--- src/hw/rtl/ermf_pkg.sv ---
// Shared types and constants for the echo range median filter.
// No dependencies; every other file of the block but ermf_ram imports this package.
package ermf_pkg;

  // Default values for the top-level parameters.
  localparam int CHANNELS_DEF       = 6;
  localparam int WINDOW_LEN_DEF     = 10;
  localparam int MEDIAN_RANK_DEF    = 5;
  localparam int TICKS_PER_UNIT_DEF = 56;

  // Fixed field widths.
  localparam int CH_W       = 3;
  localparam int TICKS_W    = 16;
  localparam int DIST_W     = 8;
  localparam int TOL_W      = 8;
  localparam int CFG_IDX_W  = 2;
  localparam int CFG_DATA_W = 16;

  // Register reset values.
  localparam logic [TICKS_W-1:0] WINDOW_LOW_RST  = 16'd500;
  localparam logic [TICKS_W-1:0] WINDOW_HIGH_RST = 16'd3250;
  localparam logic [TOL_W-1:0]   OUTLIER_TOL_RST = 8'd5;

  // Distance codes.
  localparam logic [DIST_W-1:0] NO_ECHO  = 8'hFF;
  localparam logic [DIST_W-1:0] MAX_DIST = 8'hFE;

  // Configuration register indexes.
  typedef enum logic [CFG_IDX_W-1:0] {
    CFG_WINDOW_LOW,
    CFG_WINDOW_HIGH,
    CFG_OUTLIER_TOL
  } ermf_cfg_reg_e;

  // Sequencer states of the top level.
  typedef enum logic [1:0] {
    ST_IDLE,
    ST_READ,
    ST_RAW,
    ST_DONE
  } ermf_state_e;

endpackage

--- src/hw/rtl/ermf_if.sv ---
// Handshake channels of the echo range median filter: capture requests,
// filtered results and register writes. Depends on ermf_pkg.
interface ermf_in_if import ermf_pkg::*; ();
  logic               valid;
  logic               ready;
  logic [CH_W-1:0]    channel;
  logic [TICKS_W-1:0] echo_ticks;

  modport source (output valid, output channel, output echo_ticks, input ready);
  modport sink   (input valid, input channel, input echo_ticks, output ready);
endinterface

interface ermf_out_if import ermf_pkg::*; ();
  logic              valid;
  logic              ready;
  logic [CH_W-1:0]   out_channel;
  logic [DIST_W-1:0] distance;
  logic              median_used;

  modport source (output valid, output out_channel, output distance,
                  output median_used, input ready);
  modport sink   (input valid, input out_channel, input distance,
                  input median_used, output ready);
endinterface

interface ermf_cfg_if import ermf_pkg::*; ();
  logic                  valid;
  logic                  ready;
  logic [CFG_IDX_W-1:0]  index;
  logic [CFG_DATA_W-1:0] data;

  modport source (output valid, output index, output data, input ready);
  modport sink   (input valid, input index, input data, output ready);
endinterface

--- src/hw/rtl/ermf_ram.sv ---
// Generic single-clock RAM with one write port and one registered read port.
// No package dependencies.
module ermf_ram #(
  parameter int WIDTH  = 8,
  parameter int DEPTH  = 16,
  parameter int ADDR_W = (DEPTH > 1) ? $clog2(DEPTH) : 1
) (
  input  logic              clk_i,
  input  logic              we_i,
  input  logic [ADDR_W-1:0] waddr_i,
  input  logic [WIDTH-1:0]  wdata_i,
  input  logic              re_i,
  input  logic [ADDR_W-1:0] raddr_i,
  output logic [WIDTH-1:0]  rdata_o
);

  logic [WIDTH-1:0] mem_q [DEPTH];

  always_ff @(posedge clk_i) begin
    if (we_i) begin
      mem_q[waddr_i] <= wdata_i;
    end
    if (re_i) begin
      rdata_o <= mem_q[raddr_i];
    end
  end

endmodule

--- src/hw/rtl/ermf_dist.sv ---
// Raw distance unit: window check and division by the tick scale through a
// reciprocal multiply with one correction step, three register stages.
// Depends on ermf_pkg.
module ermf_dist import ermf_pkg::*; #(
  parameter int TICKS_PER_UNIT = TICKS_PER_UNIT_DEF
) (
  input  logic               clk_i,
  input  logic               rst_ni,
  input  logic               start_i,
  input  logic [TICKS_W-1:0] ticks_i,
  input  logic [TICKS_W-1:0] low_i,
  input  logic [TICKS_W-1:0] high_i,
  output logic [DIST_W-1:0]  raw_o
);

  localparam int RECIP_SHIFT = 32;
  localparam int RECIP_W     = RECIP_SHIFT + 1;
  localparam logic [RECIP_W-1:0] RECIP =
    RECIP_W'((64'd1 << RECIP_SHIFT) / TICKS_PER_UNIT);
  localparam int PROD_W = TICKS_W + RECIP_W;
  localparam int TPU_W  = $clog2(TICKS_PER_UNIT + 1);
  localparam int QT_W   = TICKS_W + TPU_W;

  logic               s1_vld_q, s2_vld_q;
  logic               s1_ok_q, s2_ok_q;
  logic [TICKS_W-1:0] s1_d_q, s2_d_q;
  logic [PROD_W-1:0]  s1_prod_q;
  logic [TICKS_W-1:0] s2_q0_q;
  logic [QT_W-1:0]    s2_qt_q;

  logic [TICKS_W-1:0] d;
  logic [TICKS_W-1:0] q0;
  logic [QT_W-1:0]    rem;
  logic [TICKS_W:0]   quot;
  logic [DIST_W-1:0]  raw_d;

  assign d  = ticks_i - low_i;
  assign q0 = s1_prod_q[RECIP_SHIFT +: TICKS_W];

  // The estimate is the quotient or one below it; the remainder decides.
  always_comb begin
    rem  = QT_W'(s2_d_q) - s2_qt_q;
    quot = {1'b0, s2_q0_q} + ((rem >= QT_W'(TICKS_PER_UNIT)) ? 17'd1 : 17'd0);
    if (!s2_ok_q) begin
      raw_d = NO_ECHO;
    end else if (quot > (TICKS_W+1)'(MAX_DIST)) begin
      raw_d = MAX_DIST;
    end else begin
      raw_d = quot[DIST_W-1:0];
    end
  end

  always_ff @(posedge clk_i or negedge rst_ni) begin
    if (!rst_ni) begin
      s1_vld_q <= 1'b0;
      s2_vld_q <= 1'b0;
    end else begin
      s1_vld_q <= start_i;
      s2_vld_q <= s1_vld_q;
    end
  end

  always_ff @(posedge clk_i) begin
    if (start_i) begin
      s1_ok_q   <= (ticks_i > low_i) && (ticks_i < high_i);
      s1_d_q    <= d;
      s1_prod_q <= PROD_W'(d) * PROD_W'(RECIP);
    end
    if (s1_vld_q) begin
      s2_ok_q <= s1_ok_q;
      s2_d_q  <= s1_d_q;
      s2_q0_q <= q0;
      s2_qt_q <= QT_W'(q0) * QT_W'(TICKS_PER_UNIT);
    end
    if (s2_vld_q) begin
      raw_o <= raw_d;
    end
  end

endmodule

--- src/hw/rtl/echo_range_median_filter_top.sv ---
// Echo range median filter, top level. Depends on ermf_pkg, the channel
// interfaces, ermf_ram and ermf_dist.
//
// Each capture request carries a channel and an echo tick count. A count
// strictly between window_low and window_high becomes a raw distance
// (ticks - window_low) / TICKS_PER_UNIT, saturated to 254; any other count
// gives the no-echo code 255. The raw value and the last WINDOW_LEN-1 raw
// values of that channel form the window whose MEDIAN_RANK-th smallest entry
// is the median. The median is reported when it differs from the raw value by
// more than outlier_tolerance, else the raw value; the raw value always enters
// the history. Requests for a channel at or above CHANNELS are accepted and
// dropped without a result. One request is handled at a time: the history
// of the channel sits in one RAM with a single read port, so its WINDOW_LEN-1
// entries are read one per cycle and inserted into a sorted register row as
// they arrive, then the raw value is inserted, then the result is loaded and
// the raw value written back. The division runs in parallel with the history
// reads. The result sits in an output register, so the next request is taken
// while an earlier result still waits. History rows are kept as ring buffers;
// per-channel fill state makes entries never written read as zero, so no
// clearing pass is needed after reset. Configuration writes are always
// accepted and must only be issued while the block is idle.
module echo_range_median_filter_top import ermf_pkg::*; #(
  parameter int CHANNELS       = CHANNELS_DEF,
  parameter int WINDOW_LEN     = WINDOW_LEN_DEF,
  parameter int MEDIAN_RANK    = MEDIAN_RANK_DEF,
  parameter int TICKS_PER_UNIT = TICKS_PER_UNIT_DEF
) (
  input  logic   clk_i,
  input  logic   rst_ni,
  ermf_in_if.sink    in_i,
  ermf_out_if.source res_o,
  ermf_cfg_if.sink   cfg_i
);

  localparam int HIST     = WINDOW_LEN - 1;
  localparam int DEPTH    = CHANNELS * HIST;
  localparam int ADDR_W   = (DEPTH > 1) ? $clog2(DEPTH) : 1;
  localparam int SLOT_W   = $clog2(HIST);
  localparam int CNT_W    = $clog2(HIST + 1);
  localparam int CH_IDX_W = (CHANNELS > 1) ? $clog2(CHANNELS) : 1;
  localparam int RANK     = (MEDIAN_RANK < 1) ? 1 :
                            ((MEDIAN_RANK > WINDOW_LEN) ? WINDOW_LEN : MEDIAN_RANK);
  localparam int KEY_W    = DIST_W + 1;
  localparam logic [KEY_W-1:0] KEY_EMPTY = {1'b1, {DIST_W{1'b0}}};

  ermf_state_e state_q, state_d;

  // Configuration registers.
  logic [TICKS_W-1:0] win_low_q, win_high_q;
  logic [TOL_W-1:0]   tol_q;

  // Request context.
  logic [CH_W-1:0]     ch_q, ch_d;
  logic [CH_IDX_W-1:0] ch_idx;
  logic [CNT_W-1:0]    iss_q, iss_d;
  logic                rd_vld_q, rd_vld_d;
  logic [SLOT_W-1:0]   rd_slot_q, rd_slot_d;

  // Per-channel ring pointer and fill flag.
  logic [SLOT_W-1:0] wp_q [CHANNELS];
  logic              wrap_q [CHANNELS];
  logic              ring_upd;

  // Sorted window, ascending; empty lanes hold a key above every distance.
  logic [KEY_W-1:0] lane_q [WINDOW_LEN];
  logic [KEY_W-1:0] lane_d [WINDOW_LEN];
  logic [KEY_W-1:0] ins_lane [WINDOW_LEN];
  logic [KEY_W-1:0] ins_val;
  logic             ins_en, lane_clr;

  // Output register.
  logic              out_vld_q, out_vld_d, out_load;
  logic [CH_W-1:0]   out_ch_q;
  logic [DIST_W-1:0] out_dist_q, out_dist_d;
  logic              out_med_q, out_med_d;

  // RAM and distance unit.
  logic              mem_re, mem_we;
  logic [ADDR_W-1:0] mem_raddr, mem_waddr;
  logic [DIST_W-1:0] mem_rdata;
  logic [DIST_W-1:0] raw;
  logic              dist_start;
  logic              in_fire, ch_ok;

  logic [DIST_W-1:0] med, diff;
  logic              slot_written;

  assign in_i.ready  = (state_q == ST_IDLE);
  assign in_fire     = in_i.valid && in_i.ready;
  assign ch_ok       = (int'(in_i.channel) < CHANNELS);
  assign dist_start  = in_fire && ch_ok;
  assign cfg_i.ready = 1'b1;

  assign ch_idx = CH_IDX_W'(ch_q);

  assign res_o.valid       = out_vld_q;
  assign res_o.out_channel = out_ch_q;
  assign res_o.distance    = out_dist_q;
  assign res_o.median_used = out_med_q;

  ermf_ram #(
    .WIDTH  (DIST_W),
    .DEPTH  (DEPTH),
    .ADDR_W (ADDR_W)
  ) u_hist_ram (
    .clk_i   (clk_i),
    .we_i    (mem_we),
    .waddr_i (mem_waddr),
    .wdata_i (raw),
    .re_i    (mem_re),
    .raddr_i (mem_raddr),
    .rdata_o (mem_rdata)
  );

  ermf_dist #(
    .TICKS_PER_UNIT (TICKS_PER_UNIT)
  ) u_dist (
    .clk_i   (clk_i),
    .rst_ni  (rst_ni),
    .start_i (dist_start),
    .ticks_i (in_i.echo_ticks),
    .low_i   (win_low_q),
    .high_i  (win_high_q),
    .raw_o   (raw)
  );

  // A ring slot holds data once the pointer has passed it or the ring wrapped.
  assign slot_written = wrap_q[ch_idx] || (rd_slot_q < wp_q[ch_idx]);

  // One insertion into the sorted row; each lane looks only at itself and
  // its lower neighbor.
  always_comb begin
    ins_lane[0] = (lane_q[0] <= ins_val) ? lane_q[0] : ins_val;
    for (int j = 1; j < WINDOW_LEN; j++) begin
      if (lane_q[j] <= ins_val) begin
        ins_lane[j] = lane_q[j];
      end else if (lane_q[j-1] <= ins_val) begin
        ins_lane[j] = ins_val;
      end else begin
        ins_lane[j] = lane_q[j-1];
      end
    end
  end

  always_comb begin
    for (int j = 0; j < WINDOW_LEN; j++) begin
      if (lane_clr) begin
        lane_d[j] = KEY_EMPTY;
      end else if (ins_en) begin
        lane_d[j] = ins_lane[j];
      end else begin
        lane_d[j] = lane_q[j];
      end
    end
  end

  assign med  = lane_q[RANK-1][DIST_W-1:0];
  assign diff = (med > raw) ? (med - raw) : (raw - med);

  // Sequencer.
  always_comb begin
    state_d    = state_q;
    ch_d       = ch_q;
    iss_d      = iss_q;
    rd_vld_d   = 1'b0;
    rd_slot_d  = rd_slot_q;
    mem_re     = 1'b0;
    mem_raddr  = ADDR_W'(ch_idx) * ADDR_W'(HIST) + ADDR_W'(iss_q);
    mem_we     = 1'b0;
    mem_waddr  = ADDR_W'(ch_idx) * ADDR_W'(HIST) + ADDR_W'(wp_q[ch_idx]);
    ins_en     = 1'b0;
    ins_val    = {1'b0, raw};
    lane_clr   = 1'b0;
    out_load   = 1'b0;
    ring_upd   = 1'b0;
    out_dist_d = raw;
    out_med_d  = 1'b0;

    case (state_q)
      ST_IDLE: begin
        if (dist_start) begin
          ch_d     = in_i.channel;
          iss_d    = '0;
          lane_clr = 1'b1;
          state_d  = ST_READ;
        end
      end
      ST_READ: begin
        if (iss_q < CNT_W'(HIST)) begin
          mem_re    = 1'b1;
          rd_vld_d  = 1'b1;
          rd_slot_d = iss_q[SLOT_W-1:0];
          iss_d     = iss_q + 1'b1;
        end else begin
          state_d = ST_RAW;
        end
        if (rd_vld_q) begin
          ins_en  = 1'b1;
          ins_val = slot_written ? {1'b0, mem_rdata} : '0;
        end
      end
      ST_RAW: begin
        ins_en  = 1'b1;
        state_d = ST_DONE;
      end
      ST_DONE: begin
        if (diff > tol_q) begin
          out_dist_d = med;
          out_med_d  = 1'b1;
        end
        if (!out_vld_q || res_o.ready) begin
          out_load = 1'b1;
          mem_we   = 1'b1;
          ring_upd = 1'b1;
          state_d  = ST_IDLE;
        end
      end
      default: begin
        state_d = ST_IDLE;
      end
    endcase

    if (out_load) begin
      out_vld_d = 1'b1;
    end else if (res_o.ready) begin
      out_vld_d = 1'b0;
    end else begin
      out_vld_d = out_vld_q;
    end
  end

  always_ff @(posedge clk_i or negedge rst_ni) begin
    if (!rst_ni) begin
      state_q    <= ST_IDLE;
      out_vld_q  <= 1'b0;
      rd_vld_q   <= 1'b0;
      win_low_q  <= WINDOW_LOW_RST;
      win_high_q <= WINDOW_HIGH_RST;
      tol_q      <= OUTLIER_TOL_RST;
      for (int c = 0; c < CHANNELS; c++) begin
        wp_q[c]   <= '0;
        wrap_q[c] <= 1'b0;
      end
    end else begin
      state_q   <= state_d;
      out_vld_q <= out_vld_d;
      rd_vld_q  <= rd_vld_d;
      if (cfg_i.valid && cfg_i.ready) begin
        case (cfg_i.index)
          CFG_WINDOW_LOW:  win_low_q  <= cfg_i.data;
          CFG_WINDOW_HIGH: win_high_q <= cfg_i.data;
          CFG_OUTLIER_TOL: tol_q      <= cfg_i.data[TOL_W-1:0];
          default: ;
        endcase
      end
      if (ring_upd) begin
        if (wp_q[ch_idx] == SLOT_W'(HIST - 1)) begin
          wp_q[ch_idx]   <= '0;
          wrap_q[ch_idx] <= 1'b1;
        end else begin
          wp_q[ch_idx] <= wp_q[ch_idx] + 1'b1;
        end
      end
    end
  end

  always_ff @(posedge clk_i) begin
    ch_q      <= ch_d;
    iss_q     <= iss_d;
    rd_slot_q <= rd_slot_d;
    for (int j = 0; j < WINDOW_LEN; j++) begin
      lane_q[j] <= lane_d[j];
    end
    if (out_load) begin
      out_ch_q   <= ch_q;
      out_dist_q <= out_dist_d;
      out_med_q  <= out_med_d;
    end
  end

endmodule

--- src/flat_wrapper.sv ---
// flat-port wrapper written by rule: the top's interface ports become plain ports
module echo_range_median_filter_top_flat import ermf_pkg::*;
#(
  parameter int CHANNELS       = CHANNELS_DEF,
  parameter int WINDOW_LEN     = WINDOW_LEN_DEF,
  parameter int MEDIAN_RANK    = MEDIAN_RANK_DEF,
  parameter int TICKS_PER_UNIT = TICKS_PER_UNIT_DEF
)
  (clk_i, rst_ni, in_i_valid, in_i_channel, in_i_echo_ticks, in_i_ready, res_o_valid, res_o_out_channel, res_o_distance, res_o_median_used, res_o_ready, cfg_i_valid, cfg_i_index, cfg_i_data, cfg_i_ready);
  ermf_in_if in_i_i ();
  ermf_out_if res_o_i ();
  ermf_cfg_if cfg_i_i ();
  input  logic clk_i;
  input  logic rst_ni;
  input wire logic [$bits(in_i_i.valid)-1:0] in_i_valid;
  input wire logic [$bits(in_i_i.channel)-1:0] in_i_channel;
  input wire logic [$bits(in_i_i.echo_ticks)-1:0] in_i_echo_ticks;
  output wire logic [$bits(in_i_i.ready)-1:0] in_i_ready;
  output wire logic [$bits(res_o_i.valid)-1:0] res_o_valid;
  output wire logic [$bits(res_o_i.out_channel)-1:0] res_o_out_channel;
  output wire logic [$bits(res_o_i.distance)-1:0] res_o_distance;
  output wire logic [$bits(res_o_i.median_used)-1:0] res_o_median_used;
  input wire logic [$bits(res_o_i.ready)-1:0] res_o_ready;
  input wire logic [$bits(cfg_i_i.valid)-1:0] cfg_i_valid;
  input wire logic [$bits(cfg_i_i.index)-1:0] cfg_i_index;
  input wire logic [$bits(cfg_i_i.data)-1:0] cfg_i_data;
  output wire logic [$bits(cfg_i_i.ready)-1:0] cfg_i_ready;
  assign in_i_i.valid = in_i_valid;
  assign in_i_i.channel = in_i_channel;
  assign in_i_i.echo_ticks = in_i_echo_ticks;
  assign in_i_ready = in_i_i.ready;
  assign res_o_valid = res_o_i.valid;
  assign res_o_out_channel = res_o_i.out_channel;
  assign res_o_distance = res_o_i.distance;
  assign res_o_median_used = res_o_i.median_used;
  assign res_o_i.ready = res_o_ready;
  assign cfg_i_i.valid = cfg_i_valid;
  assign cfg_i_i.index = cfg_i_index;
  assign cfg_i_i.data = cfg_i_data;
  assign cfg_i_ready = cfg_i_i.ready;
  echo_range_median_filter_top #(.CHANNELS(CHANNELS), .WINDOW_LEN(WINDOW_LEN), .MEDIAN_RANK(MEDIAN_RANK), .TICKS_PER_UNIT(TICKS_PER_UNIT)) u_core (.clk_i(clk_i), .rst_ni(rst_ni), .in_i(in_i_i), .res_o(res_o_i), .cfg_i(cfg_i_i));
endmodule
--- config.mk ---
export PLATFORM = sky130hd
export DESIGN_NAME = echo_range_median_filter_top_flat
export DESIGN_NICKNAME = d
export VERILOG_FILES = /design/src/hw/rtl/ermf_pkg.sv /design/src/hw/rtl/ermf_if.sv /design/src/hw/rtl/ermf_ram.sv /design/src/hw/rtl/ermf_dist.sv /design/src/hw/rtl/echo_range_median_filter_top.sv /design/src/flat_wrapper.sv
export SDC_FILE = /design/constraint.sdc
export NUM_CORES = 1
export LEC_CHECK = 0
export BUFFER_PORTS_ARGS = -buffer_cell sky130_fd_sc_hd__buf_2
export CORE_MARGIN = 10
export CORE_UTILIZATION = 45
export CTS_BUF_LIST = sky130_fd_sc_hd__clkbuf_2 sky130_fd_sc_hd__clkbuf_4 sky130_fd_sc_hd__clkbuf_8
export DETAILED_ROUTE_END_ITERATION = 16
export PLACE_DENSITY = 0.7
export SYNTH_ARGS = -nofsm -noshare
export SYNTH_HDL_FRONTEND = slang
export SYNTH_SLANG_ARGS = --single-unit
--- constraint.sdc ---
create_clock -name clk_i -period 9.6 [get_ports clk_i]
set_input_delay 1.44 -clock clk_i [delete_from_list [all_inputs] [get_ports clk_i]]
set_output_delay 1.44 -clock clk_i [all_outputs]
set_load 0.05 [all_outputs]
==> impl_metrics.yaml, run 1 <==
outcome:
  outcome: "finished, final reports clean"
synth:
  synthCells: 2236
  ys_warn_count: 0
  ys_ff_latch: 655
  syn_area_sq_mm: 0.0324
  synth_edf_count: 534
  synth_area_per_cell_sq_um: 14.5
  synth_ff_type: "edfxtp_1"
  yosysTopAreaCell: "edfxtp_1"
  synth.net_count: 2555
  async_reset_ff_share_pct: 11.6
  ys_top_cells_by_area: "edfxtp_1 49%, mux4_2 9.2%, ha_1 8.8%, dfrtp_1 4.8%, fa_1 3.0%"
  synth_top_area_share_pct: 49.5
  ys_seq_area_share_pct: 58.2
  synth.distinct_cells: 81
sta:
  period_needed_ns: 8.38
  rsz0062_at_grt: "no"
  fin_setup_tns_ns: 0
  clock_skew_ns: 0.0748
  drv_slew: 0
  post-route-period-util_pct: 87.3
  maxSlewHeadroom_pct: 17.4
  finalHoldViolCount: 0
  tightest_slew_ns: 1.23
  setup_viol: 0
  fmax_mhz: 119
cts:
  clk_latency_ns: 0.73
  cts_tree: "yes"
  numCtsBuffers: 103
  cts_setup_buffers: 0
  clk_pin_slew_ns: 0.06
  cts_root_buffer: "clkbuf_8"
  ctsResizeCount: 0
  cts-htree-levels: 3
  cts_hold_buf: 0
  cts.sinks: 655
  clk_path_buf_depth: 3
grt:
  grt_pass1_vias: 19921
  grt_max_degree: 77
  grt_pass1_wl_microns: 111000
  grt_usage_pct: 16.9
  antenna_found_initial: 1
  grt-ovfl-total: 0
floorplanning:
  row_count: 98
  start_util_pct: 45.3
  ios: 57
  die_w_microns: 288
  core_area_sq_mm: 0.0715
  die_area_sq_mm: 0.0832
  dieHeight_microns: 288
routing:
  viasPerCell: 5.64
  drt_pass1_iterations: 5
  vias: 19160
  drc: 0
  wire_per_inst_microns: 20.6
  drt_iter0_markers: 1578
  antenna_left: 0
  wl_microns: 70000
finish:
  utilization_pct: 50.4
  nets: 2686
  drive_above_1_share_pct: 18.4
  area_growth_syn_to_layout_pct: 11.1
  seq_area_sq_mm: 0.0189
  final_common_cell: "edfxtp_1"
  multi_input_area_sq_mm: 0.0126
  fillers: 5924
  final_cell_mix: "534 x edfxtp_1, 227 x ha_1, 216 x inv_1"
  fin_area_sq_mm: 0.0360
placed_design:
  hpwl_microns: 48000
  dpl-instance-area_sq_mm: 0.0339
  gp_congestion: 0.894
  portBuffers: 55
critical_path:
  cp.required_ns: 10.01
  path_max_fanout: 5
  cp-end-kind: "flip-flop"
  slowest_stage: "fa_1"
  cpMostUsedCell: "inv_1"
  max_stage_delay_ns: 0.61
  cp.arrival_ns: 8.79
  critPathKind: "input pin to flip-flop"
  cp-start-kind: "input pin"
job:
  maxCapViolations: 0
min_path:
  hp-class: "flip-flop to flip-flop"
layer usage:
metal / GRT usage [%] / share of wire [%]
met5: 0 / 0
met4: 5.69 / 2.6
met3: 2.64 / 5.3
met2: 28.5 / 50
met1: 22.2 / 42
critical path, delay by kind of cell:
family	cells	cell delay, ns
adders and majority gates	8	3.23
buffers and inverters	8	0.68
muxes	1	0.24
and+or+nand+nor	4	0.59
AOI/OAI and AO/OA	10	2.39
xor gates and xnor gates	1	0.21
flip-flops by register name, indices dropped and copies added, names as in the netlist, 2 cells and up:
| name | flops |
|---|---|
| u_core.u_hist_ram.mem_q | 432 |
| u_core.lane_q | 45 |
| u_core.wp_q | 24 |
| u_core.win_high_q | 16 |
| u_core.win_low_q | 16 |
| u_core.u_dist.s1_d_q | 13 |
| u_core.u_dist.s2_d_q | 13 |
| u_core.u_dist.s2_qt_q | 13 |
| u_core.u_dist.s1_prod_q | 11 |
| u_core.u_dist.s2_q0_q | 11 |
| u_core.res_o.distance | 8 |
| u_core.tol_q | 8 |
| u_core.u_dist.raw_o | 8 |
| u_core.u_hist_ram.rdata_o | 8 |
| u_core.wrap_q | 6 |
| u_core.iss_q | 4 |
| u_core.rd_slot_q | 4 |
| u_core.ch_idx | 3 |
| u_core.res_o.out_channel | 3 |
| u_core.state_q | 2 |
stage by stage:
| stage | worst slack (ns) | hold slack (ns) | std cells |
|---|---|---|---|
| final | 1.22 | 0.417 | 3396 |
| after global routing | 0.728 | 0.424 | 3396 |
| after CTS | 1.29 | 0.415 | 3395 |
| after detailed placement | 0.615 | 0.405 | 3212 |
| after global placement | 0.696 | 0.409 | 3212 |
| after floorplan | 1.28 | 0.400 | 2236 |
cell families after synthesis:
family	count (synthesis)	share of synthesized area [%]
compound gates	370	7.42
xor+xnor	55	1.49
fa+ha+maj	277	11.8
buf+inv	272	3.24
flops	655	58.2
mux	232	12.4
other cells	1	0.0116
simple gates	374	5.41
area by class of cell:
cell class / count / area share, %
clock buffer: 136 / 4.73
sequential: 655 / 52.4
antenna: 1 / 0.00695
multi-input combinational: 1309 / 34.9
timing repair buffer: 80 / 1.29
inverter: 218 / 2.27
clock inverter: 47 / 1.12
tap: 950 / 3.30
final timing paths:
check | from | end | slack [ns] | cells after the start
worst min-delay path | u_core.u_dist.s1_d_q[15] | u_core.u_dist.s2_d_q[15] | 0.42 | 0
worst max-delay path | in_i_echo_ticks[0] | u_core.u_dist.s1_prod_q[37] | 1.22 | 32
min in group asynchronous | rst_ni | u_core.wrap_q[3] | 0.91 | 1
worst min register to register | u_core.u_dist.s1_d_q[15] | u_core.u_dist.s2_d_q[15] | 0.42 | 0
worst max register to register | u_core.win_low_q[2] | u_core.u_dist.s1_prod_q[37] | 1.64 | 27
max in group asynchronous | rst_ni | u_core.res_o.valid | 8.05 | 1
cell usage after synthesis (all sizes together) (49+ instances only):
cell,number
a21oi,98
dfrtp,62
edfxtp,534
fa,49
ha,228
inv,216
mux2i,59
mux4,132
nand2,105
nor2,133
o21ai,95
Power of run 1 is not shown: default switching activity piles up to over one toggle a cycle in this logic, so the estimate is an artifact.
==> run 2: changes to the inputs <==
Settings changed: BUFFER_PORTS_ARGS -buffer_cell sky130_fd_sc_hd__buf_2 to -buffer_cell sky130_fd_sc_hd__buf_4.
Clock period 9.6 ns to 10.2 ns, I/O delays scaled along.
==> run 2 against run 1 <==
Compared with the run above: critical path depth fell by 1; final cell count rose by 0.32%; die area unchanged; register-to-register slack better by 0.52 ns; via count fell by 1.0%; non-clock buffer count did not move; critical path type unchanged; critical endpoint unchanged; largest cell class unchanged; core utilization grew 0.48 points.
==> impl_metrics.yaml, run 2 (synthesis results as in run 1) <==
cts:
  clk_path_buf_depth: 3
  cts_root_buffer: "clkbuf_8"
  cts_setup_buffers: 0
  ctsResizeCount: 0
  clk_pin_slew_ns: 0.06
  clk_latency_ns: 0.73
  numCtsBuffers: 103
  cts.sinks: 655
  cts_tree: "yes"
  cts-htree-levels: 3
  cts_hold_buf: 0
finish:
  area_growth_syn_to_layout_pct: 12.1
  reg.largest.list: "u_core.u_hist_ram.mem_q (432), u_core.lane_q (45), u_core.wp_q (24)"
  final_cell_mix: "534 x edfxtp_1, 227 x ha_1, 216 x inv_1"
  final_common_cell: "edfxtp_1"
  drive_above_1_share_pct: 19.1
  largest_reg_flops: 432
  nets: 2686
  largest-register: "u_core.u_hist_ram.mem_q"
floorplanning:
  row_count: 98
  core_area_sq_mm: 0.0715
  die_area_sq_mm: 0.0832
  start_util_pct: 45.3
  ios: 57
  die_w_microns: 288
  dieHeight_microns: 288
sta:
  period_needed_ns: 8.69
  maxSlewHeadroom_pct: 13.0
  post-route-period-util_pct: 85.2
  setup_viol: 0
  clock_skew_ns: 0.0562
  rsz0062_at_grt: "no"
  fin_setup_tns_ns: 0
  drv_slew: 0
  finalHoldViolCount: 0
  tightest_slew_ns: 1.29
  fmax_mhz: 115
grt:
  grt_usage_pct: 16.8
  grt_pass1_wl_microns: 111000
  antenna_found_initial: 1
  grt_max_degree: 77
  grt-ovfl-total: 0
  grt_pass1_vias: 19894
critical_path:
  max_stage_delay_ns: 0.61
  cp-end-kind: "flip-flop"
  slowest_stage: "o41ai_1"
  path_max_fanout: 5
  critPathKind: "input pin to flip-flop"
  cp.required_ns: 10.63
  cp.arrival_ns: 9.12
  cpMostUsedCell: "inv_1"
  cp-start-kind: "input pin"
outcome:
  outcome: "finished, final reports clean"
routing:
  drc: 0
  drt_iter0_markers: 1330
  drt_pass1_iterations: 5
  viasPerCell: 5.57
  vias: 18961
  wl_microns: 70000
  antenna_left: 0
  wire_per_inst_microns: 20.5
placed_design:
  portBuffers: 55
  hpwl_microns: 48100
  gp_congestion: 0.858
job:
  maxCapViolations: 0
min_path:
  hp-class: "flip-flop to flip-flop"
-- run 2: changes by cell type in the layout (fill, tap and decap cells not counted), sizes merged --
cell / before / now
clkbuf: 136 / 141
clkinv: 38 / 37
clkinvlp: 1 / 3
bufinv: 5 / 10
-- run 2: worst max-delay path, delay by kind of cell --
family | cells | cell delay (ns)
AO/OA/AOI/OAI | 10 | 2.82
XOR/XNOR | 1 | 0.20
adder cells (fa/ha/maj) | 8 | 3.23
buffers and inverters | 7 | 0.49
multiplexers | 1 | 0.23
AND/OR/NAND/NOR | 4 | 0.62
-- run 2: layer usage --
layer	share of wire (%)	GRT usage, %	wire length, microns
met5	0	0	0
met4	3.1	6.41	2190
met3	4.7	2.55	3310
met2	50	28.6	35200
met1	42	21.6	29300
-- run 2: layout make-up --
| type | count | area [sq um] |
|---|---|---|
| diodes | 1 | 2.50 |
| clock buffers | 141 | 1760 |
| clock inverters | 53 | 562 |
| fillers | 5828 | 35100 |
| inverters | 218 | 818 |
| multi-input cells | 1309 | 12600 |
| flip-flops and latches | 655 | 18900 |
| well taps | 950 | 1190 |
| repair buffers | 80 | 601 |
-- run 2: per-stage QoR --
step | std cells | area [sq um] | hold WS [ns] | setup slack, ns | utilization, %
floorplan | 2236 | 32400 | 0.400 | 1.79 | -
global placement | 3212 | 34000 | 0.407 | 0.935 | 47.6
detailed placement | 3212 | 34000 | 0.405 | 0.872 | 47.6
CTS | 3406 | 36300 | 0.410 | 1.57 | 50.8
global route | 3407 | 36300 | 0.422 | 0.954 | 50.8
finish | 3407 | 36300 | 0.408 | 1.51 | 50.8
-- run 2: final timing paths --
path	start	endpoint	slack, ns	cells after the start
hold reg to reg	u_core.u_dist.s1_d_q[6]	u_core.u_dist.s2_d_q[6]	0.41	0
hold / removal	u_core.u_dist.s1_d_q[6]	u_core.u_dist.s2_d_q[6]	0.41	0
min in group asynchronous	rst_ni	u_core.tol_q[1]	1.00	1
setup / recovery	in_i_echo_ticks[0]	u_core.u_dist.s1_prod_q[37]	1.51	31
max in group asynchronous	rst_ni	u_core.state_q[1]	8.56	1
setup reg to reg	u_core.win_low_q[2]	u_core.u_dist.s1_prod_q[37]	2.16	26
Power of run 2 is left out for the same reason.
